File: src/rtl/fscw_pkg.sv
// Shared types, character codes and helpers for the format string console writer.
`default_nettype none

package fscw_pkg;

  localparam int unsigned NumDigits = 10;
  localparam int unsigned DigitIdxW = 4;
  localparam int unsigned BcdW      = NumDigits * 4;
  localparam int unsigned ArgW      = 32;
  localparam int unsigned ConvSteps = 8;
  localparam int unsigned ConvCntW  = 3;

  localparam logic [7:0] ChNul     = 8'h00;
  localparam logic [7:0] ChBs      = 8'h08;
  localparam logic [7:0] ChNl      = 8'h0A;
  localparam logic [7:0] ChPct     = 8'h25;
  localparam logic [7:0] ChZero    = 8'h30;
  localparam logic [7:0] ChUpperA  = 8'h41;
  localparam logic [7:0] ChLowerC  = 8'h63;
  localparam logic [7:0] ChLowerD  = 8'h64;
  localparam logic [7:0] ChLowerX  = 8'h78;
  localparam logic [7:0] GlyphErase = 8'h00;
  localparam logic [7:0] CursorMax = 8'hFF;

  typedef enum logic [2:0] {
    ST_IDLE,
    ST_CONV,
    ST_SCAN,
    ST_EMIT,
    ST_CHAR
  } state_t;

  typedef enum logic [2:0] {
    OP_NONE,
    OP_ARM,
    OP_CHAR_FMT,
    OP_CHAR_ARG,
    OP_CHAR_PCT,
    OP_DEC,
    OP_HEX
  } op_t;

  typedef enum logic [1:0] {
    CH_FMT,
    CH_ARG,
    CH_PCT
  } ch_src_t;

  typedef struct packed {
    logic    ld_char;
    ch_src_t ch_src;
    logic    ld_dec;
    logic    ld_hex;
    logic    conv_step;
    logic    set_idx;
    logic    emit_digit;
    logic    char_go;
  } cmd_t;

  typedef struct packed {
    logic char_emits;
    logic out_free;
    logic idx_zero;
  } sts_t;

  function automatic logic [7:0] digit_glyph(input logic [3:0] nib);
    logic [7:0] g;
    if (nib < 4'd10) begin
      g = ChZero + {4'd0, nib};
    end else begin
      g = ChUpperA + {4'd0, nib} - 8'd10;
    end
    return g;
  endfunction

  function automatic logic [7:0] sat_inc(input logic [7:0] v);
    return (v == CursorMax) ? v : v + 8'd1;
  endfunction

endpackage

`default_nettype wire

File: src/rtl/fscw_ctrl.sv
// Controller: format decode, specifier flag and sequencing of conversion and writes.
`default_nettype none

module fscw_ctrl (
  input  wire logic             clk,
  input  wire logic             rst_n,
  input  wire logic             in_tvalid,
  output logic                  in_tready,
  input  wire logic [7:0]       fmt_byte,
  input  wire fscw_pkg::sts_t   sts,
  output fscw_pkg::cmd_t        cmd
);

  fscw_pkg::state_t state_r, state_nxt;
  logic             spec_r, spec_nxt;
  logic [fscw_pkg::ConvCntW-1:0] cnt_r, cnt_nxt;
  fscw_pkg::op_t    op;

  always_comb begin
    op = fscw_pkg::OP_NONE;
    if (fmt_byte == fscw_pkg::ChNul) begin
      op = fscw_pkg::OP_NONE;
    end else if (!spec_r) begin
      op = (fmt_byte == fscw_pkg::ChPct) ? fscw_pkg::OP_ARM : fscw_pkg::OP_CHAR_FMT;
    end else begin
      case (fmt_byte)
        fscw_pkg::ChLowerD: op = fscw_pkg::OP_DEC;
        fscw_pkg::ChLowerX: op = fscw_pkg::OP_HEX;
        fscw_pkg::ChLowerC: op = fscw_pkg::OP_CHAR_ARG;
        fscw_pkg::ChPct:    op = fscw_pkg::OP_CHAR_PCT;
        default:            op = fscw_pkg::OP_NONE;
      endcase
    end
  end

  always_comb begin
    state_nxt = state_r;
    spec_nxt  = spec_r;
    cnt_nxt   = cnt_r;
    case (state_r)
      fscw_pkg::ST_IDLE: begin
        if (in_tvalid) begin
          spec_nxt = (op == fscw_pkg::OP_ARM);
          cnt_nxt  = '0;
          case (op)
            fscw_pkg::OP_CHAR_FMT,
            fscw_pkg::OP_CHAR_ARG,
            fscw_pkg::OP_CHAR_PCT: state_nxt = fscw_pkg::ST_CHAR;
            fscw_pkg::OP_DEC:      state_nxt = fscw_pkg::ST_CONV;
            fscw_pkg::OP_HEX:      state_nxt = fscw_pkg::ST_SCAN;
            default:               state_nxt = fscw_pkg::ST_IDLE;
          endcase
        end
      end
      fscw_pkg::ST_CONV: begin
        cnt_nxt = cnt_r + 1'b1;
        if (cnt_r == fscw_pkg::ConvCntW'(fscw_pkg::ConvSteps - 1)) begin
          state_nxt = fscw_pkg::ST_SCAN;
        end
      end
      fscw_pkg::ST_SCAN: state_nxt = fscw_pkg::ST_EMIT;
      fscw_pkg::ST_EMIT: begin
        if (sts.out_free && sts.idx_zero) begin
          state_nxt = fscw_pkg::ST_IDLE;
        end
      end
      fscw_pkg::ST_CHAR: begin
        if (sts.out_free || !sts.char_emits) begin
          state_nxt = fscw_pkg::ST_IDLE;
        end
      end
      default: state_nxt = fscw_pkg::ST_IDLE;
    endcase
  end

  always_comb begin
    cmd       = '0;
    cmd.ch_src = fscw_pkg::CH_FMT;
    in_tready = 1'b0;
    case (state_r)
      fscw_pkg::ST_IDLE: begin
        in_tready = 1'b1;
        if (in_tvalid) begin
          case (op)
            fscw_pkg::OP_CHAR_FMT: cmd.ld_char = 1'b1;
            fscw_pkg::OP_CHAR_ARG: begin
              cmd.ld_char = 1'b1;
              cmd.ch_src  = fscw_pkg::CH_ARG;
            end
            fscw_pkg::OP_CHAR_PCT: begin
              cmd.ld_char = 1'b1;
              cmd.ch_src  = fscw_pkg::CH_PCT;
            end
            fscw_pkg::OP_DEC: cmd.ld_dec = 1'b1;
            fscw_pkg::OP_HEX: cmd.ld_hex = 1'b1;
            default: ;
          endcase
        end
      end
      fscw_pkg::ST_CONV: cmd.conv_step = 1'b1;
      fscw_pkg::ST_SCAN: cmd.set_idx   = 1'b1;
      fscw_pkg::ST_EMIT: cmd.emit_digit = sts.out_free;
      fscw_pkg::ST_CHAR: cmd.char_go = sts.out_free || !sts.char_emits;
      default: ;
    endcase
  end

  always_ff @(posedge clk) begin
    if (!rst_n) begin
      state_r <= fscw_pkg::ST_IDLE;
      spec_r  <= 1'b0;
      cnt_r   <= '0;
    end else begin
      state_r <= state_nxt;
      spec_r  <= spec_nxt;
      cnt_r   <= cnt_nxt;
    end
  end

endmodule

`default_nettype wire

File: src/rtl/fscw_dpath.sv
// Datapath: binary to BCD conversion, digit buffer, cursor and output register.
`default_nettype none

module fscw_dpath (
  input  wire logic                      clk,
  input  wire logic                      rst_n,
  input  wire logic [7:0]                fmt_byte,
  input  wire logic [fscw_pkg::ArgW-1:0] arg_value,
  input  wire fscw_pkg::cmd_t            cmd,
  output fscw_pkg::sts_t                 sts,
  output logic                           out_tvalid,
  input  wire logic                      out_tready,
  output logic [7:0]                     out_column,
  output logic [7:0]                     out_row,
  output logic [7:0]                     out_glyph,
  output logic                           out_last
);

  logic [fscw_pkg::BcdW-1:0]      bcd_r, bcd_nxt, conv_bcd;
  logic [fscw_pkg::ArgW-1:0]      src_r, src_nxt, conv_src;
  logic [fscw_pkg::DigitIdxW-1:0] idx_r, idx_nxt, start_idx;
  logic [7:0]                     ch_r, ch_nxt;
  logic [7:0]                     col_r, col_nxt, row_r, row_nxt;
  logic                           out_vld_r, out_vld_nxt;
  logic [7:0]                     ocol_r, ocol_nxt, orow_r, orow_nxt, oglyph_r, oglyph_nxt;
  logic                           olast_r, olast_nxt;
  logic                           ch_is_nl, ch_is_bs, col_zero;

  always_comb begin
    conv_bcd = bcd_r;
    conv_src = src_r;
    for (int k = 0; k < 4; k++) begin
      for (int d = 0; d < fscw_pkg::NumDigits; d++) begin
        if (conv_bcd[d*4 +: 4] >= 4'd5) begin
          conv_bcd[d*4 +: 4] = conv_bcd[d*4 +: 4] + 4'd3;
        end
      end
      conv_bcd = {conv_bcd[fscw_pkg::BcdW-2:0], conv_src[fscw_pkg::ArgW-1]};
      conv_src = {conv_src[fscw_pkg::ArgW-2:0], 1'b0};
    end
  end

  always_comb begin
    start_idx = '0;
    for (int d = 1; d < fscw_pkg::NumDigits; d++) begin
      if (bcd_r[d*4 +: 4] != 4'd0) begin
        start_idx = fscw_pkg::DigitIdxW'(d);
      end
    end
  end

  assign ch_is_nl = (ch_r == fscw_pkg::ChNl);
  assign ch_is_bs = (ch_r == fscw_pkg::ChBs);
  assign col_zero = (col_r == 8'd0);

  assign sts.char_emits = !ch_is_nl && !(ch_is_bs && col_zero);
  assign sts.out_free   = !out_vld_r || out_tready;
  assign sts.idx_zero   = (idx_r == '0);

  always_comb begin
    bcd_nxt     = bcd_r;
    src_nxt     = src_r;
    idx_nxt     = idx_r;
    ch_nxt      = ch_r;
    col_nxt     = col_r;
    row_nxt     = row_r;
    out_vld_nxt = out_vld_r && !out_tready;
    ocol_nxt    = ocol_r;
    orow_nxt    = orow_r;
    oglyph_nxt  = oglyph_r;
    olast_nxt   = olast_r;

    if (cmd.ld_char) begin
      case (cmd.ch_src)
        fscw_pkg::CH_ARG: ch_nxt = arg_value[7:0];
        fscw_pkg::CH_PCT: ch_nxt = fscw_pkg::ChPct;
        default:          ch_nxt = fmt_byte;
      endcase
    end
    if (cmd.ld_dec) begin
      bcd_nxt = '0;
      src_nxt = arg_value;
    end
    if (cmd.ld_hex) begin
      bcd_nxt = {{(fscw_pkg::BcdW - fscw_pkg::ArgW){1'b0}}, arg_value};
    end
    if (cmd.conv_step) begin
      bcd_nxt = conv_bcd;
      src_nxt = conv_src;
    end
    if (cmd.set_idx) begin
      idx_nxt = start_idx;
    end
    if (cmd.emit_digit) begin
      out_vld_nxt = 1'b1;
      ocol_nxt    = col_r;
      orow_nxt    = row_r;
      oglyph_nxt  = fscw_pkg::digit_glyph(bcd_r[idx_r*4 +: 4]);
      olast_nxt   = (idx_r == '0);
      col_nxt     = fscw_pkg::sat_inc(col_r);
      idx_nxt     = idx_r - 1'b1;
    end
    if (cmd.char_go) begin
      if (ch_is_nl) begin
        row_nxt = fscw_pkg::sat_inc(row_r);
        col_nxt = 8'd0;
      end else if (ch_is_bs) begin
        if (!col_zero) begin
          out_vld_nxt = 1'b1;
          ocol_nxt    = col_r - 8'd1;
          orow_nxt    = row_r;
          oglyph_nxt  = fscw_pkg::GlyphErase;
          olast_nxt   = 1'b1;
          col_nxt     = col_r - 8'd1;
        end
      end else begin
        out_vld_nxt = 1'b1;
        ocol_nxt    = col_r;
        orow_nxt    = row_r;
        oglyph_nxt  = ch_r;
        olast_nxt   = 1'b1;
        col_nxt     = fscw_pkg::sat_inc(col_r);
      end
    end
  end

  always_ff @(posedge clk) begin
    if (!rst_n) begin
      col_r     <= 8'd0;
      row_r     <= 8'd0;
      out_vld_r <= 1'b0;
    end else begin
      col_r     <= col_nxt;
      row_r     <= row_nxt;
      out_vld_r <= out_vld_nxt;
    end
  end

  always_ff @(posedge clk) begin
    bcd_r    <= bcd_nxt;
    src_r    <= src_nxt;
    idx_r    <= idx_nxt;
    ch_r     <= ch_nxt;
    ocol_r   <= ocol_nxt;
    orow_r   <= orow_nxt;
    oglyph_r <= oglyph_nxt;
    olast_r  <= olast_nxt;
  end

  assign out_tvalid = out_vld_r;
  assign out_column = ocol_r;
  assign out_row    = orow_r;
  assign out_glyph  = oglyph_r;
  assign out_last   = olast_r;

endmodule

`default_nettype wire

File: src/rtl/format_string_console_writer.sv
// Top level of the format string console writer: controller plus datapath.
//
// Input stream: one request per format byte. in_tdata carries fmt_byte in
// [7:0] and arg_value in [39:8]. A percent sign arms a specifier; the next
// byte selects d (unsigned decimal), x (upper-case hex), c (low argument
// byte) or a literal percent sign. Other specifiers and a zero byte write
// nothing.
// Output stream: one request per character write, with column, row and
// glyph in out_tdata and out_tlast on the final write of a request.
// Steps: a plain character, %c or %% passes the idle and character states
// and then the output register. %x passes a scan state and then writes n
// digits from the highest nonzero one (n up to 8); %d first runs the binary to
// BCD converter, four bits a cycle, then scans and writes n digits (n up to
// 10). Newline and backspace at column zero write nothing; ignored bytes and a
// percent sign that arms a specifier leave the block idle.
// The next request is taken while the last write still waits in the output
// register; a stalled receiver holds the block once a new write is due.
// Reset clears the cursor to column 0, row 0, drops any pending write and
// disarms the specifier.
`default_nettype none

module format_string_console_writer (
  input  wire logic        clk,
  input  wire logic        rst_n,
  input  wire logic        in_tvalid,
  output logic             in_tready,
  input  wire logic [39:0] in_tdata,   // fmt_byte [7:0], arg_value [39:8]
  output logic             out_tvalid,
  input  wire logic        out_tready,
  output logic [23:0]      out_tdata,  // column [7:0], row [15:8], glyph [23:16]
  output logic             out_tlast
);

  fscw_pkg::cmd_t cmd;
  fscw_pkg::sts_t sts;
  logic [7:0]     out_column, out_row, out_glyph;

  fscw_ctrl u_ctrl (
    .clk       (clk),
    .rst_n     (rst_n),
    .in_tvalid (in_tvalid),
    .in_tready (in_tready),
    .fmt_byte  (in_tdata[7:0]),
    .sts       (sts),
    .cmd       (cmd)
  );

  fscw_dpath u_dpath (
    .clk        (clk),
    .rst_n      (rst_n),
    .fmt_byte   (in_tdata[7:0]),
    .arg_value  (in_tdata[39:8]),
    .cmd        (cmd),
    .sts        (sts),
    .out_tvalid (out_tvalid),
    .out_tready (out_tready),
    .out_column (out_column),
    .out_row    (out_row),
    .out_glyph  (out_glyph),
    .out_last   (out_tlast)
  );

  assign out_tdata = {out_glyph, out_row, out_column};

endmodule

`default_nettype wire

File: config.mk
export PLATFORM = sky130hd
export DESIGN_NAME = format_string_console_writer
export DESIGN_NICKNAME = d
export VERILOG_FILES = /design/src/rtl/fscw_pkg.sv /design/src/rtl/fscw_ctrl.sv /design/src/rtl/fscw_dpath.sv /design/src/rtl/format_string_console_writer.sv
export SDC_FILE = /design/constraint.sdc
export NUM_CORES = 1
export LEC_CHECK = 0
export BUFFER_PORTS_ARGS = -buffer_cell sky130_fd_sc_hd__buf_2
export CELL_PAD_IN_SITES_DETAIL_PLACEMENT = 0
export CELL_PAD_IN_SITES_GLOBAL_PLACEMENT = 1
export CORE_UTILIZATION = 40
export CTS_BUF_LIST = sky130_fd_sc_hd__clkbuf_16
export DETAILED_ROUTE_END_ITERATION = 8
export HOLD_SLACK_MARGIN = 0.1
export PLACE_DENSITY_LB_ADDON = 0.25
export SLEW_MARGIN = 20
export SYNTH_ARGS = -nofsm -noshare
export SYNTH_HDL_FRONTEND = slang
export SYNTH_SLANG_ARGS = --single-unit
File: constraint.sdc
create_clock -name clk -period 5.4 [get_ports clk]
set_input_delay 1.08 -clock clk [delete_from_list [all_inputs] [get_ports clk]]
set_output_delay 1.08 -clock clk [all_outputs]
set_load 0.05 [all_outputs]
---- After elaboration in Yosys (flattened, before gate mapping) ----
Index checks and enable logic that the tools add are counted.
storage, ports and cells
  register bits after elaboration ......... 133
  bits of input ports ..................... 44
  output and inout bits ................... 27
  logic and storage cells ................. 276
operators by class
  add/subtract/negate cells ............... 48
  order comparisons ....................... 41
  eq/ne operators ......................... 25
  shifts and indexed selects .............. 1
  multiplexer cells ....................... 112
  bitwise logic cells ..................... 1
  reduce and logical (&&, ||, !) cells .... 33
operators with widths
  cell                                                                number
  two-way mux 8 bit                                                   22
  greater-or-equal comparator 4 x 3 -> 1 bit (second input constant)  40
  two-way mux 4 bit                                                   40
  adder 4 x 2 -> 4 bit (second input constant)                        36
  two-way mux 40 bit                                                  3
  two-way mux 32 bit                                                  2
  two-way mux 3 bit                                                   15
  indexed part select 40 x 7 -> 4 bit                                 1
  nonzero test 4 bit                                                  9
  == test 8 x 7 -> 1 bit (second input constant)                      3
  two-way mux 1 bit                                                   19
  adder 8 x 1 -> 8 bit (second input constant)                        2
  == test 8 x 4 -> 1 bit (second input constant)                      2
  == test 8 bit (second input constant)                               2
  logical NOT 8 bit                                                   2
  case mux 8 bit (2 select lines)                                     1
  == test 3 bit (second input constant)                               5
  case mux 3 bit (5 select lines)                                     1
  adder 3 x 2 -> 3 bit (second input constant)                        4
  == test 3 x 2 -> 1 bit (second input constant)                      4
  case mux 3 bit (4 select lines)                                     1
  two-way mux 5 bit                                                   2
  case mux 3 bit (3 select lines)                                     1
  adder 7 x 4 -> 8 bit (first input constant)                         1
  27 further kinds                                                    43

---- Longest topological paths before layout ----
  depth in word-level cells ............... 12
  depth in mapped cells ................... 22

---- Modules after synthesis ----
A second synthesis with hierarchy kept.
second synthesis, totals
  cell total of the unflattened synthesis .. 1432
  area, all modules ....................... 11731.3 um^2
modules (own cells, without submodules)
  module      times used  cells each  area an instance (um^2)  sequential area each (um^2)
  fscw_dpath  1           1350        11098.1                  3323.2
  fscw_ctrl   1           82          633.1                    140.1

---- Least setup slack after synthesis ----
OpenSTA, ideal clock, no wires.
  path type ............................... register to register
  start ................................... reg u_ctrl.state_r[0]
  end ..................................... reg u_dpath.bcd_r[0] in the netlist's numbering (enable)
  arrival time ............................ 3821 ps
  path slack .............................. 1181 ps
  cell stages (with the launch flop) ...... 7
  buffers on the path ..................... 2
  clock period less this slack ............ 4219 ps
  cells stage by stage .................... dfxtp_1 > clkbuf_1 > nor3_1 > nand2_1 > nor3_1 > clkbuf_1 > or3_1
on the way
  cells in the longest elaborated chain, start to end .. 3
  elaborated cells between the ends (all ways) .. 5
  those cells by class .................... eq/ne: 1; mux: 2; reduce/logical: 2
ends and longest elaborated chain
  item                                                         line               text
  start, declared                                              fscw_ctrl.sv:14    fscw_pkg::state_t state_r, state_nxt;
  start signal, assigned                                       fscw_ctrl.sv:110   state_r <= fscw_pkg::ST_IDLE;
  start signal, assigned                                       fscw_ctrl.sv:114   state_r <= state_nxt;
  == test 3 x 1 -> 1 bit or logical NOT 3 bit (tied branches)  fscw_ctrl.sv:80    case (state_r)
  two-way mux 1 bit or two-way mux 5 bit (tied branches)       fscw_ctrl.sv:80
  nonzero test 3 bit (no line) (*)                             n/a
  end signal, assigned                                         fscw_dpath.sv:140  bcd_r <= bcd_nxt;
  end, declared                                                fscw_dpath.sv:19   logic [fscw_pkg::BcdW-1:0] bcd_r, bcd_nxt, conv_bcd;
Mark *: on every way between the ends. The rest lies on a longest branch, timed or not.
A chain may end at the register's enable or synchronous reset.

---- Worst setup path after layout ----
  start ................................... reg u_dpath.bcd_r[36] in the netlist's numbering
  end ..................................... reg u_dpath.bcd_r[38] in the netlist's numbering, data pin
on the way
  cells in the longest elaborated chain, start to end .. 9
  elaborated cells between the ends (all ways) .. 13
  those cells by class .................... add/sub: 4; order compare: 4; mux: 5
ends and longest elaborated chain
  item                                                                                line                                text
  greater-or-equal comparator 4 x 3 -> 1 bit or adder 3 x 2 -> 3 bit (tied branches)  fscw_dpath.sv:34, fscw_dpath.sv:35
  two-way mux 3 bit (*)                                                               fscw_dpath.sv:34                    if (conv_bcd[d*4 +: 4] >= 4'd5) begin
  greater-or-equal comparator 4 x 3 -> 1 bit or adder 3 x 2 -> 3 bit (tied branches)  fscw_dpath.sv:34, fscw_dpath.sv:35
  two-way mux 3 bit (*)                                                               fscw_dpath.sv:34
  greater-or-equal comparator 4 x 3 -> 1 bit or adder 3 x 2 -> 3 bit (tied branches)  fscw_dpath.sv:34, fscw_dpath.sv:35
  two-way mux 3 bit (*)                                                               fscw_dpath.sv:34
  greater-or-equal comparator 4 x 3 -> 1 bit or adder 3 x 2 -> 3 bit (tied branches)  fscw_dpath.sv:34, fscw_dpath.sv:35
  two-way mux 3 bit (*)                                                               fscw_dpath.sv:34
  two-way mux 40 bit (*)                                                              fscw_dpath.sv:87                    if (cmd.conv_step) begin
Marks and branches as above.

==> results.md <==
* Diodes inserted at 0
* Total Power at approximately 0.0025 W
* Clock Tree Buf Depth at 2
* Die extent in x at roughly 170 um
* Row count at approximately 60
* Post-synth EDFFs at 80
* Actual slew at the worst max-slew pin at slightly above 0.9 ns
* Origin of the critical flop-to-flop path: u_dpath.bcd_r[36]$_SDFFCE_PN0P_
* CP Class: register to register
* Worst relative slew slack at approximately two fifths
* Register bit count reported by yosys at 133
* Depth of the most critical reg-to-reg path at 21
* Combinational share of power at under 10%
* Die height at ~170 um
* CP Data Required Time at between 5 and 6 ns
* CP max FO at 5
* Hold WC Path Type: register to register
* Gpl congestion at around 0.85
* Worst-skew pair later-pin latency at 0.43 ns
* Gates resized, CTS repair at 0
* Synth Warn # at 0
* CTS Hold Bufs at 0
* Largest net degree at the start of global routing at 63
* Hold EP: u_dpath.out_row[2]$_DFF_P_
* LEAKAGE at 5.00 nW
* Drt initial violations at slightly above 700
* Placed Area at 12200 um^2
* NetSw at just over 0.0007 W
* Post-route ant nets at 0
* Fin. Hold Viols at 0
* Core area at around 28000 um^2
* Post-synthesis sequential area ratio at between 30% and 40%
* Grt total ovfl at 0
* Mapped Avg Cell Area at approximately 8.2 um^2
* Status: finished, final reports clean
* Cell Int Power at 0.00183 W
* Hold depth at 2
* Unrepaired setup endpoints after global routing: false
* Crit path DAT at about 4.6 ns
* Primary FF master, synth: edfxtp_1
* Syn Nets at 1500
* Post-synth design cell area at 11500 um^2
* Crit start category: register
* Worst IR drop on VDD at between 200 and 250 uV
* Starting Density at 41.0%
* Routed length per instance at approximately 18 um
* Crit end category: register
* Final WL at between 30000 and 40000 um
* Final Instance Area at around 13000 um^2
* Nets at around 1500
* Initial antenna violation count at 0
* Synthesis-to-layout area growth at 11.0%
* CTS buffer count at 17
* Final Cycle Share at roughly four fifths
* Share of cells above drive strength 1 at around an eighth
* Setup WS post-layout at roughly 1.0 ns
* Hold path start: u_dpath.out_row[2]$_DFF_P_
* Routed vias at 10717
* Asr flop ratio synth at 0%
* DRC at 0
* Top Ports at 71
* Max cap viols at 0
* CTS tree: done
* Clock transition at path regs at approximately 0.07 ns
* Critical R2R Capture: u_dpath.bcd_r[38]$_SDFFCE_PN0P_
* Slew Viols, Final at 0
* Clk sinks at 133
* DIE AREA at 29500 um^2
* Pwr per Cell Area at just under 200 nW/um^2
* Tmin final at 4.39 ns
* Vias in the first global route at around 9800
* Clock share of power at between 40% and 50%
* Achievable frequency at about 230 MHz
* DP HPWL at 24400 um
* Setup TNS at 0 ns
* Flop2flop setup slack at approximately 1.0 ns
* Post-synth cell types at 100
* Vias per cell at ~5.8
* Sequential power share at between 40% and 50%
* CTS H-tree depth at 4
* Post-CTS setup buffers at 0
* Cell count after synthesis at ~1400
* # setup viols final at 0
* GRT Total Usage at between 20% and 30%
* First drt pass iteration count at 5
* Clock Tree Root: clkbuf_16
* PortBufs at 70
* Worst Setup Slack post-DPL at 1.04 ns
* Global-route wire length before repair at approximately 52000 um
* Sw Share at roughly 28%
* Final setup skew at about 0.015 ns
-- critical path, cell delays in order, from the launching register on --
cell,delay [ns]
edfxtp_1,0.41
inv_1,0.11
ha_1,0.24
nand2b_1,0.08
a21oi_1,0.24
xnor2_1,0.24
ha_1,0.30
nand2b_1,0.08
a21oi_1,0.26
xnor2_1,0.21
ha_1,0.20
inv_1,0.05
a21oi_1,0.15
and3b_1,0.19
mux2i_1,0.12
o31a_1,0.20
xnor2_1,0.21
ha_1,0.25
nand2b_1,0.06
a21boi_1,0.25
mux2i_1,0.12
and2_1,0.17
-- layer usage --
metal / vias to the layer above / track usage (%) / part of all wire, %
li1: 5346 / - / -
met1: 5088 / 30.7 / 48
met2: 257 / 36.3 / 46
met3: 26 / 2.83 / 4.2
met4: 0 / 6.43 / 1.5
met5: - / 0 / 0
-- worst max path at each step --
stage / start / cells after the start / to
floorplan: u_ctrl.state_r[0]$_SDFFE_PN0P_ / 6 / u_dpath.bcd_r[0]$_DFFE_PP_
global placement: u_dpath.bcd_r[20]$_DFFE_PP_ / 18 / u_dpath.bcd_r[22]$_DFFE_PP_
detailed placement: u_dpath.bcd_r[36]$_SDFFCE_PN0P_ / 21 / u_dpath.bcd_r[38]$_SDFFCE_PN0P_
CTS: u_dpath.bcd_r[36]$_SDFFCE_PN0P_ / 21 / u_dpath.bcd_r[38]$_SDFFCE_PN0P_
global route: u_dpath.bcd_r[32]$_SDFFCE_PN0P_ / 22 / u_dpath.bcd_r[37]$_SDFFCE_PN0P_
finish: u_dpath.bcd_r[36]$_SDFFCE_PN0P_ / 21 / u_dpath.bcd_r[38]$_SDFFCE_PN0P_
-- layout by cell type, fill, tap and decap left out, types with 12 or more instances in the layout --
master       n
nand3_1     39
inv_1       70
ha_1        52
o22ai_1     26
mux2i_1     34
clkbuf_16   18
o21ai_1     16
o21ai_0     88
a21oi_1     75
nor3_1      37
or3_1       15
a21boi_0    14
nor2_1     103
nand2b_1    31
nand2_1    184
nor2b_1     12
a31oi_1     16
edfxtp_1    80
a211oi_1    31
a21o_1      16
o21a_1      14
and2_1      25
dfxtp_1     53
buf_2       70
a22o_1      37
nor3b_1     13
xnor2_1     18
buf_4       12
-- through the flow --
step                cells  utilization (%)  hold slack [ns]
floorplan            1404                -            0.441
global route         1833             45.5            0.463
detailed placement   1801             43.4            0.425
finish               1833             45.5            0.435
global placement     1801             43.4            0.419
CTS                  1833             45.5            0.437
-- power groups by stage --
| stage | clock network, W | logic [W] | registers [W] |
|---|---|---|---|
| after floorplan | 0 | 0.0000655 | 0.00120 |
| after global routing | 0.00128 | 0.000218 | 0.00111 |
| after global placement | 0 | 0.000201 | 0.00113 |
| after detailed placement | 0 | 0.000202 | 0.00113 |
| final | 0.00123 | 0.000202 | 0.00111 |
| after CTS | 0.00125 | 0.000203 | 0.00111 |
-- logic make-up (layout without fill, tap and decap cells) --
kind of cell | Yosys count | count (layout) | share of synthesized area [%]
xor gates and xnor gates | 27 | 27 | 2.12
adders and majority gates | 52 | 52 | 5.65
DFF | 133 | 133 | 30.1
buffers and inverters | 136 | 187 | 4.69
muxes | 53 | 53 | 5.76
and+or+nand+nor | 528 | 528 | 22.3
AOI/OAI and AO/OA | 475 | 475 | 29.4
-- registers in the layout, summed over array words and instances, names as in the netlist, 8 cells and up --
signal / cells
u_dpath.out_row: 8
u_dpath.bcd_r: 40
u_dpath.row_r: 8
u_dpath.ch_r: 8
u_dpath.out_column: 8
u_dpath.out_glyph: 8
u_dpath.src_r: 32
u_dpath.col_r: 8
-- final cells by class --
type	count	area [um^2]
clock inverters	14	153
well taps	378	473
inverters	73	274
repair buffers	82	440
clock buffers	18	450
multi-input cells	1135	7530
fillers	2845	15300
flip-flops and latches	133	3460
-- cell usage after synthesis, types with 7 or more instances --
master | count | share of area [%]
a21boi_0 | 14 | 0.91
dfxtp_1 | 53 | 9.2
o21ai_1 | 16 | 0.69
o21a_1 | 14 | 0.91
ha_1 | 52 | 5.6
a2bb2oi_1 | 10 | 0.76
nand2_1 | 184 | 6.0
nand3_1 | 39 | 1.7
nor3_1 | 38 | 1.7
o21ai_0 | 88 | 3.8
a21oi_1 | 75 | 3.3
o21bai_1 | 11 | 0.72
a221oi_1 | 11 | 0.84
and3_1 | 11 | 0.60
or3_1 | 16 | 0.87
o211ai_1 | 11 | 0.72
a221o_1 | 8 | 0.69
xor2_1 | 8 | 0.61
and2_1 | 26 | 1.4
inv_1 | 70 | 2.3
a211o_1 | 9 | 0.68
a22o_1 | 37 | 2.8
nor2_1 | 103 | 3.4
a211oi_1 | 31 | 2.0
buf_2 | 21 | 0.91
mux2_2 | 7 | 0.68
a22oi_1 | 9 | 0.59
nor3b_1 | 13 | 0.85
mux4_2 | 8 | 1.6
nor4_1 | 7 | 0.38
o22ai_1 | 26 | 1.4
nand2b_1 | 31 | 1.7
edfxtp_1 | 80 | 21
mux2i_1 | 34 | 3.0
a31oi_1 | 16 | 0.87
xnor2_1 | 18 | 1.4
or2_2 | 11 | 0.60
a21o_1 | 16 | 1.0
nor2b_1 | 12 | 0.65
clkbuf_1 | 38 | 1.2
Note: power is estimated with default switching activity, not from simulation.
